[src/hw/rtl/radix_n_signed_digit_alu_unit_defines.svh]
// Assertion macros for the radix-n signed-digit arithmetic unit.
// Used by radix_n_signed_digit_alu_unit.sv; depends on nothing else.
`ifndef RADIX_N_SIGNED_DIGIT_ALU_UNIT_DEFINES_SVH
`define RADIX_N_SIGNED_DIGIT_ALU_UNIT_DEFINES_SVH

// Same-cycle implication, disabled during reset.
`define RNSD_ASSERT_IMP(lbl, clk, rst, ante, cons) \
   lbl: assert property (@(posedge clk) disable iff (rst) (ante) |-> (cons)) \
      else $error("rnsd: same-cycle check failed");

// Next-cycle implication, disabled during reset.
`define RNSD_ASSERT_NXT(lbl, clk, rst, ante, cons) \
   lbl: assert property (@(posedge clk) disable iff (rst) (ante) |=> (cons)) \
      else $error("rnsd: next-cycle check failed");

`endif

[src/hw/rtl/rnsd_pkg.sv]
// Package for the radix-n signed-digit arithmetic unit: constants, codes,
// transaction structs and the sequencer state type. Depends on nothing.
package rnsd_pkg;

   localparam int DIGITS       = 8;
   localparam int FIELD_DIGITS = 8;
   localparam int USED         = (DIGITS < FIELD_DIGITS) ? DIGITS : FIELD_DIGITS;
   localparam int IDX_W        = (USED > 1) ? $clog2(USED) : 1;
   localparam int MAG_W        = 32;
   localparam int ALU_W        = MAG_W + 1;
   localparam int STEP_W       = $clog2(MAG_W);
   localparam int RADIX_W      = 5;

   localparam logic [RADIX_W-1:0] RADIX_RESET = 5'd10;
   localparam logic [RADIX_W-1:0] RADIX_MIN   = 5'd2;
   localparam logic [RADIX_W-1:0] RADIX_MAX   = 5'd16;

   typedef enum logic [1:0] {
      ACT_ADD = 2'd0,
      ACT_SUB = 2'd1,
      ACT_MUL = 2'd2,
      ACT_DIV = 2'd3
   } action_type;

   typedef enum logic [1:0] {
      ST_OK           = 2'd0,
      ST_OVERFLOW     = 2'd1,
      ST_ZERO_BY_ZERO = 2'd2,
      ST_DIV_BY_ZERO  = 2'd3
   } status_type;

   typedef enum logic [3:0] {
      S_IDLE,
      S_DEC_A,
      S_DEC_B,
      S_ARITH,
      S_MULDIV,
      S_FIX,
      S_ENC_RES,
      S_ENC_REM,
      S_DONE
   } state_type;

   typedef struct packed {
      action_type        action;
      logic              a_negative;
      logic [MAG_W-1:0]  a_digits;
      logic              b_negative;
      logic [MAG_W-1:0]  b_digits;
   } req_type;

   typedef struct packed {
      logic              result_negative;
      logic [MAG_W-1:0]  result_digits;
      logic              remainder_negative;
      logic [MAG_W-1:0]  remainder_digits;
      status_type        status;
   } rsp_type;

endpackage

[src/hw/rtl/rnsd_addsub.sv]
// Shared adder/subtractor of the radix-n arithmetic unit.
// Depends on rnsd_pkg for the operand width.
module rnsd_addsub (
   input  logic [rnsd_pkg::ALU_W-1:0] a,
   input  logic [rnsd_pkg::ALU_W-1:0] b,
   input  logic                       sub,
   output logic [rnsd_pkg::ALU_W:0]   y
);
   import rnsd_pkg::*;

   logic [ALU_W-1:0] b_eff;

   // For a subtraction the top bit of y is set when a is not below b.
   assign b_eff = sub ? ~b : b;
   assign y = {1'b0, a} + {1'b0, b_eff} + {{ALU_W{1'b0}}, sub};

endmodule

[src/hw/rtl/radix_n_signed_digit_alu_unit.sv]
// Radix-n signed-digit unit: add, subtract, multiply and Euclidean divide.
// The digit decode, the bit-serial multiply/divide loop and the four-step-per-digit
// encode run in sequence; the loop and the encode share one adder. A new
// transaction is taken the cycle after the strobe. Synchronous reset idles the
// sequencer and sets the radix to 10.
`include "radix_n_signed_digit_alu_unit_defines.svh"

module radix_n_signed_digit_alu_unit (
   input  logic                            clock,
   input  logic                            reset,
   input  logic                            start,
   output logic                            busy,
   input  rnsd_pkg::req_type               req_data,
   output logic                            rsp_valid,
   output rnsd_pkg::rsp_type               rsp_data,
   input  logic                            csr_we,
   input  logic [rnsd_pkg::RADIX_W-1:0]    csr_wdata
);
   import rnsd_pkg::*;

   localparam logic [IDX_W-1:0]  LAST_IDX  = IDX_W'(USED - 1);
   localparam logic [STEP_W-1:0] LAST_STEP = STEP_W'(MAG_W - 1);
   localparam int                PRE_SHIFT = 4 * (FIELD_DIGITS - USED);

   state_type            state_ff, state_in;
   logic [RADIX_W-1:0]   radix_ff;
   logic [IDX_W-1:0]     cnt_ff;
   logic [1:0]           bit_ff;
   logic [STEP_W-1:0]    step_ff;
   action_type           act_ff;
   logic                 a_neg_ff, b_neg_ff;
   logic [MAG_W-1:0]     a_sh_ff, b_sh_ff;
   logic [MAG_W-1:0]     ma_ff, mb_ff;
   logic [MAG_W:0]       pw_ff;
   logic [MAG_W-1:0]     pow_ff [USED];
   logic [MAG_W-1:0]     lim_ff;
   logic [MAG_W:0]       hi_ff;
   logic [MAG_W-1:0]     lo_ff;
   logic                 res_neg_ff;
   logic [MAG_W-1:0]     rem_mag_ff;
   status_type           status_ff;
   logic [MAG_W-1:0]     enc_v_ff;
   logic [MAG_W-1:0]     word_ff, res_word_ff, rem_word_ff;

   logic [3:0]           dig4;
   logic [RADIX_W-1:0]   dig_raw, dig_sat;
   logic [MAG_W-1:0]     dec_src;
   logic [MAG_W+4:0]     dec_prod;
   logic [MAG_W+5:0]     pw_prod;

   logic [ALU_W-1:0]     alu_a, alu_b;
   logic                 alu_sub;
   logic [ALU_W:0]       alu_y;
   logic [ALU_W-1:0]     rem_sh, trial;
   logic                 alu_ge;

   logic                 na, nb;
   logic signed [MAG_W+1:0] sa, sb, sr;
   logic [MAG_W:0]       rmag;
   logic [MAG_W-1:0]     q_fix, r_fix;
   logic                 fin_neg;
   logic [MAG_W-1:0]     fin_mag, fin_rem;
   status_type           fin_status;

   logic                 enc_end;
   logic [MAG_W-1:0]     word_nx;

   logic                 rsp_failed, rsp_cleared, radix_ok;

   rnsd_addsub u_addsub (
      .a   (alu_a),
      .b   (alu_b),
      .sub (alu_sub),
      .y   (alu_y)
   );

   // Digit decode: one digit a cycle, v = v * radix + saturated digit.
   assign dig4    = (state_ff == S_DEC_A) ? a_sh_ff[MAG_W-1 -: 4] : b_sh_ff[MAG_W-1 -: 4];
   assign dig_raw = {1'b0, dig4};
   assign dig_sat = (dig_raw >= radix_ff) ? radix_ff - 5'd1 : dig_raw;
   assign dec_src = (state_ff == S_DEC_A) ? ma_ff : mb_ff;
   assign dec_prod = {5'b0, dec_src} * {{MAG_W{1'b0}}, radix_ff}
                   + {{MAG_W{1'b0}}, dig_sat};
   assign pw_prod = {5'b0, pw_ff} * {{(MAG_W+1){1'b0}}, radix_ff};

   assign rem_sh = {hi_ff[MAG_W-1:0], lo_ff[MAG_W-1]};
   assign trial  = {1'b0, pow_ff[cnt_ff]} << bit_ff;
   assign alu_ge = alu_y[ALU_W];

   always_comb begin
      alu_a   = '0;
      alu_b   = '0;
      alu_sub = 1'b0;
      unique case (state_ff) inside
         S_MULDIV: begin
            if (act_ff == ACT_MUL) begin
               alu_a = hi_ff;
               alu_b = {1'b0, ma_ff};
            end else begin
               alu_a   = rem_sh;
               alu_b   = {1'b0, mb_ff};
               alu_sub = 1'b1;
            end
         end
         S_ENC_RES, S_ENC_REM: begin
            alu_a   = {1'b0, enc_v_ff};
            alu_b   = trial;
            alu_sub = 1'b1;
         end
         default: begin
            alu_a   = '0;
         end
      endcase
   end

   // Final result selection, used in the arithmetic and fix-up cycles.
   assign na = a_neg_ff && (ma_ff != '0);
   assign nb = b_neg_ff && (mb_ff != '0);
   assign sa = na ? -$signed({2'b00, ma_ff}) : $signed({2'b00, ma_ff});
   assign sb = nb ? -$signed({2'b00, mb_ff}) : $signed({2'b00, mb_ff});
   assign sr = (act_ff == ACT_SUB) ? sa - sb : sa + sb;
   assign rmag = (sr < 0) ? MAG_W'(0) + (MAG_W+1)'(-sr) : (MAG_W+1)'(sr);

   always_comb begin
      q_fix = lo_ff;
      r_fix = hi_ff[MAG_W-1:0];
      // A negative dividend with a remainder rounds the quotient away from zero.
      if (na && (hi_ff[MAG_W-1:0] != '0)) begin
         q_fix = lo_ff + 32'd1;
         r_fix = mb_ff - hi_ff[MAG_W-1:0];
      end
   end

   always_comb begin
      fin_status = ST_OK;
      fin_neg    = 1'b0;
      fin_mag    = '0;
      fin_rem    = '0;
      case (act_ff) inside
         ACT_ADD, ACT_SUB: begin
            if (rmag > {1'b0, lim_ff}) begin
               fin_status = ST_OVERFLOW;
            end else begin
               fin_mag = rmag[MAG_W-1:0];
               fin_neg = (sr < 0);
            end
         end
         ACT_MUL: begin
            if ((hi_ff != '0) || (lo_ff > lim_ff)) begin
               fin_status = ST_OVERFLOW;
            end else begin
               fin_mag = lo_ff;
               fin_neg = (na ^ nb) && (lo_ff != '0);
            end
         end
         default: begin
            if (mb_ff == '0) begin
               fin_status = (ma_ff == '0) ? ST_ZERO_BY_ZERO : ST_DIV_BY_ZERO;
            end else if (q_fix > lim_ff) begin
               fin_status = ST_OVERFLOW;
            end else begin
               fin_mag = q_fix;
               fin_rem = r_fix;
               fin_neg = (na ^ nb) && (q_fix != '0);
            end
         end
      endcase
   end

   // Encode: digits from the top, each found by four trial subtractions.
   assign enc_end = (bit_ff == 2'd0) && (cnt_ff == '0);
   always_comb begin
      word_nx = word_ff;
      word_nx[{cnt_ff, bit_ff}] = alu_ge;
   end

   always_ff @(posedge clock) begin
      if (reset) begin
         state_ff <= S_IDLE;
         radix_ff <= RADIX_RESET;
      end else begin
         state_ff <= state_in;
         if (csr_we) begin
            if (csr_wdata < RADIX_MIN) begin
               radix_ff <= RADIX_MIN;
            end else if (csr_wdata > RADIX_MAX) begin
               radix_ff <= RADIX_MAX;
            end else begin
               radix_ff <= csr_wdata;
            end
         end
      end
   end

   always_comb begin
      state_in  = state_ff;
      busy      = (state_ff != S_IDLE);
      rsp_valid = (state_ff == S_DONE);
      unique case (state_ff)
         S_IDLE:    if (start) state_in = S_DEC_A;
         S_DEC_A:   if (cnt_ff == LAST_IDX) state_in = S_DEC_B;
         S_DEC_B:   if (cnt_ff == LAST_IDX) state_in = S_ARITH;
         S_ARITH: begin
            if ((act_ff == ACT_ADD) || (act_ff == ACT_SUB)) begin
               state_in = S_ENC_RES;
            end else begin
               state_in = S_MULDIV;
            end
         end
         S_MULDIV:  if (step_ff == LAST_STEP) state_in = S_FIX;
         S_FIX:     state_in = S_ENC_RES;
         S_ENC_RES: if (enc_end) state_in = S_ENC_REM;
         S_ENC_REM: if (enc_end) state_in = S_DONE;
         S_DONE:    state_in = S_IDLE;
         default:   state_in = S_IDLE;
      endcase
   end

   always_ff @(posedge clock) begin
      case (state_ff)
         S_IDLE: begin
            if (start) begin
               act_ff   <= req_data.action;
               a_neg_ff <= req_data.a_negative;
               b_neg_ff <= req_data.b_negative;
               a_sh_ff  <= req_data.a_digits << PRE_SHIFT;
               b_sh_ff  <= req_data.b_digits << PRE_SHIFT;
               ma_ff    <= '0;
               mb_ff    <= '0;
               pw_ff    <= (MAG_W+1)'(1);
               cnt_ff   <= '0;
            end
         end
         S_DEC_A: begin
            pow_ff[cnt_ff] <= pw_ff[MAG_W-1:0];
            pw_ff   <= pw_prod[MAG_W:0];
            ma_ff   <= dec_prod[MAG_W-1:0];
            a_sh_ff <= a_sh_ff << 4;
            cnt_ff  <= (cnt_ff == LAST_IDX) ? '0 : cnt_ff + 1'b1;
         end
         S_DEC_B: begin
            lim_ff  <= MAG_W'(pw_ff - (MAG_W+1)'(1));
            mb_ff   <= dec_prod[MAG_W-1:0];
            b_sh_ff <= b_sh_ff << 4;
            cnt_ff  <= (cnt_ff == LAST_IDX) ? '0 : cnt_ff + 1'b1;
         end
         S_ARITH: begin
            hi_ff      <= '0;
            lo_ff      <= (act_ff == ACT_MUL) ? mb_ff : ma_ff;
            step_ff    <= '0;
            res_neg_ff <= fin_neg;
            rem_mag_ff <= fin_rem;
            status_ff  <= fin_status;
            enc_v_ff   <= fin_mag;
            word_ff    <= '0;
            cnt_ff     <= LAST_IDX;
            bit_ff     <= 2'd3;
         end
         S_MULDIV: begin
            step_ff <= step_ff + 1'b1;
            if (act_ff == ACT_MUL) begin
               if (lo_ff[0]) begin
                  hi_ff <= {1'b0, alu_y[MAG_W:1]};
                  lo_ff <= {alu_y[0], lo_ff[MAG_W-1:1]};
               end else begin
                  hi_ff <= {1'b0, hi_ff[MAG_W:1]};
                  lo_ff <= {hi_ff[0], lo_ff[MAG_W-1:1]};
               end
            end else begin
               hi_ff <= alu_ge ? alu_y[MAG_W:0] : rem_sh;
               lo_ff <= {lo_ff[MAG_W-2:0], alu_ge};
            end
         end
         S_FIX: begin
            res_neg_ff <= fin_neg;
            rem_mag_ff <= fin_rem;
            status_ff  <= fin_status;
            enc_v_ff   <= fin_mag;
            word_ff    <= '0;
            cnt_ff     <= LAST_IDX;
            bit_ff     <= 2'd3;
         end
         S_ENC_RES, S_ENC_REM: begin
            if (enc_end) begin
               cnt_ff  <= LAST_IDX;
               bit_ff  <= 2'd3;
               word_ff <= '0;
               if (state_ff == S_ENC_RES) begin
                  res_word_ff <= word_nx;
                  enc_v_ff    <= rem_mag_ff;
               end else begin
                  rem_word_ff <= word_nx;
               end
            end else begin
               if (alu_ge) begin
                  enc_v_ff <= alu_y[MAG_W-1:0];
               end
               word_ff <= word_nx;
               if (bit_ff == 2'd0) begin
                  cnt_ff <= cnt_ff - 1'b1;
               end
               bit_ff <= bit_ff - 2'd1;
            end
         end
         default: begin
            step_ff <= step_ff;
         end
      endcase
   end

   assign rsp_data.result_negative    = res_neg_ff;
   assign rsp_data.result_digits      = res_word_ff;
   assign rsp_data.remainder_negative = 1'b0;
   assign rsp_data.remainder_digits   = rem_word_ff;
   assign rsp_data.status             = status_ff;

   assign rsp_failed  = rsp_valid && (rsp_data.status != ST_OK);
   assign rsp_cleared = (rsp_data.result_digits == '0) && (rsp_data.remainder_digits == '0)
                        && !rsp_data.result_negative;
   assign radix_ok    = (radix_ff >= RADIX_MIN) && (radix_ff <= RADIX_MAX);

   // A failed transaction carries no magnitude and no sign.
   `RNSD_ASSERT_IMP(a_fail_clears, clock, reset, rsp_failed, rsp_cleared)
   `RNSD_ASSERT_NXT(a_start_busy, clock, reset, start && !busy, busy)
   `RNSD_ASSERT_NXT(a_single_strobe, clock, reset, rsp_valid, !rsp_valid && !busy)
   `RNSD_ASSERT_IMP(a_radix_range, clock, reset, 1'b1, radix_ok)

endmodule

[config.mk]
export PLATFORM = sky130hd
export DESIGN_NAME = radix_n_signed_digit_alu_unit
export DESIGN_NICKNAME = d
export VERILOG_FILES = /design/src/hw/rtl/rnsd_pkg.sv /design/src/hw/rtl/rnsd_addsub.sv /design/src/hw/rtl/radix_n_signed_digit_alu_unit.sv
export VERILOG_INCLUDE_DIRS = /design/src /design/src/hw/rtl
export SDC_FILE = /design/constraint.sdc
export NUM_CORES = 2
export LEC_CHECK = 0
export ABC_AREA = 1
export BUFFER_PORTS_ARGS = -buffer_cell sky130_fd_sc_hd__buf_4
export CORE_ASPECT_RATIO = 1.4
export CORE_MARGIN = 4
export CORE_UTILIZATION = 30
export DETAILED_ROUTE_END_ITERATION = 16
export PLACE_DENSITY = 0.56
export SYNTH_ARGS = -nofsm -noshare
export SYNTH_HDL_FRONTEND = slang
export SYNTH_SLANG_ARGS = --single-unit
export TNS_END_PERCENT = 1
[constraint.sdc]
create_clock -name clock -period 14 [get_ports clock]
set_clock_uncertainty 0.2 [all_clocks]
set_input_delay 4.2 -clock clock [delete_from_list [all_inputs] [get_ports clock]]
set_output_delay 4.2 -clock clock [all_outputs]
set_load 0.02 [all_outputs]
After elaboration in Yosys (flattened, before gate mapping)
Memories as Yosys holds them, arrays and structs flattened. A register that Yosys moved wholly into a read port is not among the register bits.
Index checks and enable logic that the tools add are counted.
{ "totals": {"n_memories": 1, "wordCells": 198, "register_bits": 444, "mem_bits_rw": 256, "inputBits": 77, "out_inout_bits": 70} }
{ "memory_table": {"columns": ["memory", "words", "word_bits", "rd", "rd_ports_with_merged_regs", "write_ports", "line_no", "text"], "rows": [
  ["pow_ff", 8, 32, 1, 1, 1, "radix_n_signed_digit_alu_unit.sv:35", "logic [MAG_W-1:0] pow_ff [USED];"]
]} }
{ "classes": {"n_mux": 82, "n_addsub": 16, "mul": 2, "magnitude_cmp": 9, "bitwise_logic": 3, "shift": 1, "n_eq_ne": 21, "n_reduce_logical": 40} }
{ "op_table": {"columns": ["cell", "count"], "rows": [
  ["32-bit two-way mux", 21],
  ["32-bit one-hot mux with 2 select lines", 7],
  ["33-bit one-hot mux with 2 select lines", 4],
  ["33-bit two-way mux", 6],
  ["32-bit nonzero test", 5],
  ["34-bit two-way mux", 3],
  ["32-bit negation with 34-bit output", 2],
  ["32-bit > comparator", 2],
  ["32-bit zero test", 2],
  ["33-bit by 33-bit adder with 34-bit output", 1],
  ["34-bit by 1-bit adder with 34-bit output", 1],
  ["34-bit adder", 1],
  ["34-bit by 1-bit less-than comparator with 1-bit output, second input constant", 1],
  ["34-bit subtractor", 1],
  ["33-bit by 32-bit > comparator with 1-bit output", 1],
  ["33-bit by 5-bit multiplier with 33-bit output", 1],
  ["33-bit negation", 1],
  ["33-bit inverter", 1],
  ["33-bit nonzero test", 1],
  ["32-bit by 2-bit left shift with 33-bit output", 1],
  ["32-bit by 1-bit adder with 32-bit output, second input constant", 1],
  ["32-bit by 5-bit adder with 32-bit output", 1],
  ["32-bit bitwise mux", 1],
  ["32-bit by 5-bit multiplier with 32-bit output", 1],
  ["other kinds (48)", 107]
]} }

Longest topological paths before layout
{ "logic_depth": {"depth_word": 11, "depth_mapped": 62, "mapped_depth_nobuf": 57} }

Modules after synthesis
From an unflattened synthesis, not the netlist that was laid out.
{ "unflattened": {"cells_unflattened": 6999, "area_unflattened_um2": 55291.8} }
{ "modules_own_cells": {"columns": ["mod", "seq_area_each_um2", "n_inst", "cells_each", "area_per_inst_um2"], "rows": [
  ["radix_n_signed_digit_alu_unit", 20960.1, 1, 6494, 52665.5],
  ["rnsd_addsub", 0.0, 1, 505, 2626.3]
]} }

Least setup slack after synthesis
Ideal clock, no wire load.
{ "synth_timing": {"path_kind": "input to register", "start": "in start", "end": "reg a_sh_ff[0] (enable)", "stages": 2, "path_slack_ns": 2.144, "arrival_time_ns": 10.973, "cell_sequence": "inv_1 o21ai_0"} }
{ "synth_between": {"elab_chain_cells": 2} }
{ "synth_rtl": {"columns": ["element", "line_no", "text"], "rows": [
  ["start, declared", "radix_n_signed_digit_alu_unit.sv:11", "input logic start,"],
  ["2-bit inequality test (no source line)", null, null],
  ["2-bit AND reduction (no source line)", null, null],
  ["end signal, assigned", "radix_n_signed_digit_alu_unit.sv:226", "a_sh_ff <= req_data.a_digits << PRE_SHIFT;"],
  ["end signal, assigned", "radix_n_signed_digit_alu_unit.sv:238", "a_sh_ff <= a_sh_ff << 4;"],
  ["end, declared", "radix_n_signed_digit_alu_unit.sv:32", "logic [MAG_W-1:0] a_sh_ff, b_sh_ff;"]
]} }
Every way passes these cells.
A chain may end at the register's enable or synchronous reset.

Worst setup path in the final report
{ "layout_timing": {"start": "reg mb_ff[1]", "end": "reg status_ff[0] (data pin)"} }
{ "layout_between": {"elab_chain_cells": 10, "word_cells_on_any_way": 16} }
{ "layout_rtl": {"columns": ["element", "line_no", "text"], "rows": [
  ["start, declared", "radix_n_signed_digit_alu_unit.sv:33", "logic [MAG_W-1:0] ma_ff, mb_ff;"],
  ["start signal, assigned", "radix_n_signed_digit_alu_unit.sv:243", "mb_ff <= dec_prod[MAG_W-1:0];"],
  ["branches (longest 9 deep; another with 32-bit negation with 34-bit output)", null, null],
  ["2-bit two-way mux *", "radix_n_signed_digit_alu_unit.sv:139", "case (act_ff) inside"],
  ["net fin_status[0]", "radix_n_signed_digit_alu_unit.sv:63", "status_type fin_status;"],
  ["end signal, assigned", "radix_n_signed_digit_alu_unit.sv:253", "status_ff <= fin_status;"],
  ["end signal, assigned", "radix_n_signed_digit_alu_unit.sv:277", "status_ff <= fin_status;"],
  ["end, declared", "radix_n_signed_digit_alu_unit.sv:41", "status_type status_ff;"]
]} }
Mark *: on every way through the listed nets, which the timed path passes.

==> results.sh <==
export IMPL_outcome="complete, but fails checks"
export IMPL_violations="capacitance limit, slew limit"
export IMPL_grt_pass1_wl_um=339600
export IMPL_ys_seq_elements=702
export IMPL_final_cells=9415
export IMPL_worst_slew_pin_slew_ns=1.571
export IMPL_hold_path_class="reg2reg"
export IMPL_io_buffers=145
export IMPL_crit_type="reg2reg"
export IMPL_ys_warn_count=0
export IMPL_netlist_area_mm2=0.05479
export IMPL_drc=0
export IMPL_setup_viol=0
export IMPL_rsz0062_at_grt="no"
export IMPL_dp_cells=9271
export IMPL_vias_per_cell=5.257
export IMPL_syn_area_per_cell_um2=7.961
export IMPL_start_util_pct=30.19
export IMPL_ant_nets=0
export IMPL_track_usage_pct=24.37
export IMPL_cts_path_max_buffers=3
export IMPL_wl_um=236600
export IMPL_grt_ovfl_total=0
export IMPL_dieArea_mm2=0.1896
export IMPL_grt_max_degree=105
export IMPL_min_period_over_period_pct=71.77
export IMPL_cp_end_kind="flip-flop"
export IMPL_cp_start_kind="flip-flop"
export IMPL_finalHoldViolCount=0
export IMPL_antenna_found_initial=7
export IMPL_num_vias=49491
export IMPL_cts_htree_levels=3
export IMPL_final_cell_mix="nand2_1 (1525), inv_1 (886), nor2_1 (827)"
export IMPL_synth_cell_types=59
export IMPL_critPathMaxStageDelay_ns=0.88
export IMPL_core_area_mm2=0.1815
export IMPL_final_max_slew_viol_count=4
export IMPL_fin_nets=7483
export IMPL_clkLatencyLatePin_ns=0.71
export IMPL_slew_headroom_pct=-5.844
export IMPL_path_clk_slew_ns=0.07
export IMPL_cts_tree="yes"
export IMPL_dpl_hpwl_um=184600
export IMPL_synth_edf_count=690
export IMPL_std_cell_rows=185
export IMPL_final_common_cell="nand2_1"
export IMPL_critPathTopFamily="simple AND/OR/NAND/NOR gates"
export IMPL_synthFlopType="edfxtp_1"
export IMPL_wire_per_inst_um=25.13
export IMPL_cap_violations=2
export IMPL_synth_nets=7443
export IMPL_worstPathArrival_ns=10.30
export IMPL_first_global_vias=48679
export IMPL_die_w_um=369.2
export IMPL_first_pass_iters=11
export IMPL_postCtsSetupRepairBufs=0
export IMPL_die_h_um=513.6
export IMPL_clock_sinks=702
export IMPL_seq_area_frac_synth_pct=38.26
export IMPL_area_growth_pct=11.84
export IMPL_ios=147
export IMPL_numCtsBuffers=80
export IMPL_gp_congestion=1.101
export IMPL_syn_inst=6882
export IMPL_path_buf_inv=8
export IMPL_cp_slowest_cell="o41ai_1"
export IMPL_worstPathRequired_ns=14.25
export IMPL_finish_utilization_pct=33.76
export IMPL_first_iter_violations=4797
export IMPL_cts_resized=0
export IMPL_fmax_mhz=99.53
export IMPL_crit_fanout=27
export IMPL_post_place_ws_ns=4.096
export IMPL_drive_gt1_share_pct=6.374
export IMPL_fin_tns_setup_ns=0
export IMPL_hold_buffers=0
export IMPL_async_flop_share_pct=0
export IMPL_root_buffer="clkbuf_16"
export IMPL_layout_setup_ws_ns=3.952
export IMPL_crit_top_cell="nand2_1"
export IMPL_min_period_ns=10.05
==> Yosys cell counts (all sizes together) (50+ instances only) <==
library cell	n	area (µm²)
o22ai	103	644.4
a21oi	350	1752
nor3	82	415.4
inv	899	3374
nand4	89	556.8
o21ai	608	3047
nand2	1546	5863
clkbuf	232	872.1
a22oi	50	375.4
fa	173	3463
edfxtp	690	20720
xnor2	64	560.5
nor2	855	3249
xor2	197	1725
ha	311	3891
nand3	194	980.9
==> final timing paths <==
path                             startpoint      endpoint  slack [ns]  cells past startpoint
worst max-delay path               mb_ff[1]  status_ff[0]        3.95                     45
worst max register to register     mb_ff[1]  status_ff[0]        3.95                     45
worst min-delay path            state_ff[2]   state_ff[2]        0.31                      2
worst min register to register  state_ff[2]   state_ff[2]        0.31                      2
==> routing by layer <==
metal | part of all wire, % | routed length [µm] | track usage, % | vias to the layer above
met3 | 6.0 | 14100 | 3.442 | 475
met1 | 37 | 87910 | 27.74 | 23992
met5 | 0.016 | 39 | 0 | -
met2 | 48 | 114100 | 41.59 | 1896
met4 | 8.6 | 20440 | 17.91 | 6
li1 | - | - | - | 23122
==> registers in the layout, indices dropped and copies added (netlist names), 5 cells and up, named ones only <==
| register | flops |
|---|---|
| a_sh_ff | 32 |
| b_sh_ff | 32 |
| enc_v_ff | 32 |
| hi_ff | 33 |
| lim_ff | 32 |
| lo_ff | 32 |
| ma_ff | 32 |
| mb_ff | 32 |
| pow_ff | 256 |
| pw_ff | 32 |
| radix_ff | 5 |
| rem_mag_ff | 32 |
| rem_word_ff | 32 |
| res_word_ff | 32 |
| step_ff | 5 |
| word_ff | 32 |
==> metrics by stage <==
stage | area [µm²] | hold slack (ns)
2_1_floorplan | 54790 | 0.2676
3_3_place_gp | 58630 | 0.2886
3_5_place_dp | 58640 | 0.2937
4_1_cts | 61270 | 0.3047
5_1_grt | 61270 | 0.3204
6_report | 61270 | 0.3074
==> worst reg2reg max path: cells and delay by family, from the launching register on <==
kind / cells / cell delay, ns
simple gates: 29 / 5.47
compound gates: 4 / 1.76
fa+ha+maj: 3 / 1.11
buf+inv: 8 / 0.67
xor+xnor: 1 / 0.09
flops: 1 / 0.49
==> cells by family after synthesis <==
logic type	synth area share, %
buffers and inverters	8.272
AO/OA/AOI/OAI	14.62
multiplexers	0.01827
XOR/XNOR	4.172
adder cells (fa/ha/maj)	13.42
flip-flops	38.26
AND/OR/NAND/NOR	21.23
other	0.006845
==> layout make-up <==
class                      count  area [µm²]
antenna                        3       7.507
clock buffer                  97        2066
clock inverter                44       561.8
fill                       19223      120200
inverter                     906        3402
multi-input combinational   4993       29410
sequential                   702       20970
tap                         2431        3042
timing repair buffer         239        1810
Power is not shown: default switching activity piles up to over one toggle a cycle in this logic, so the estimate is an artifact.
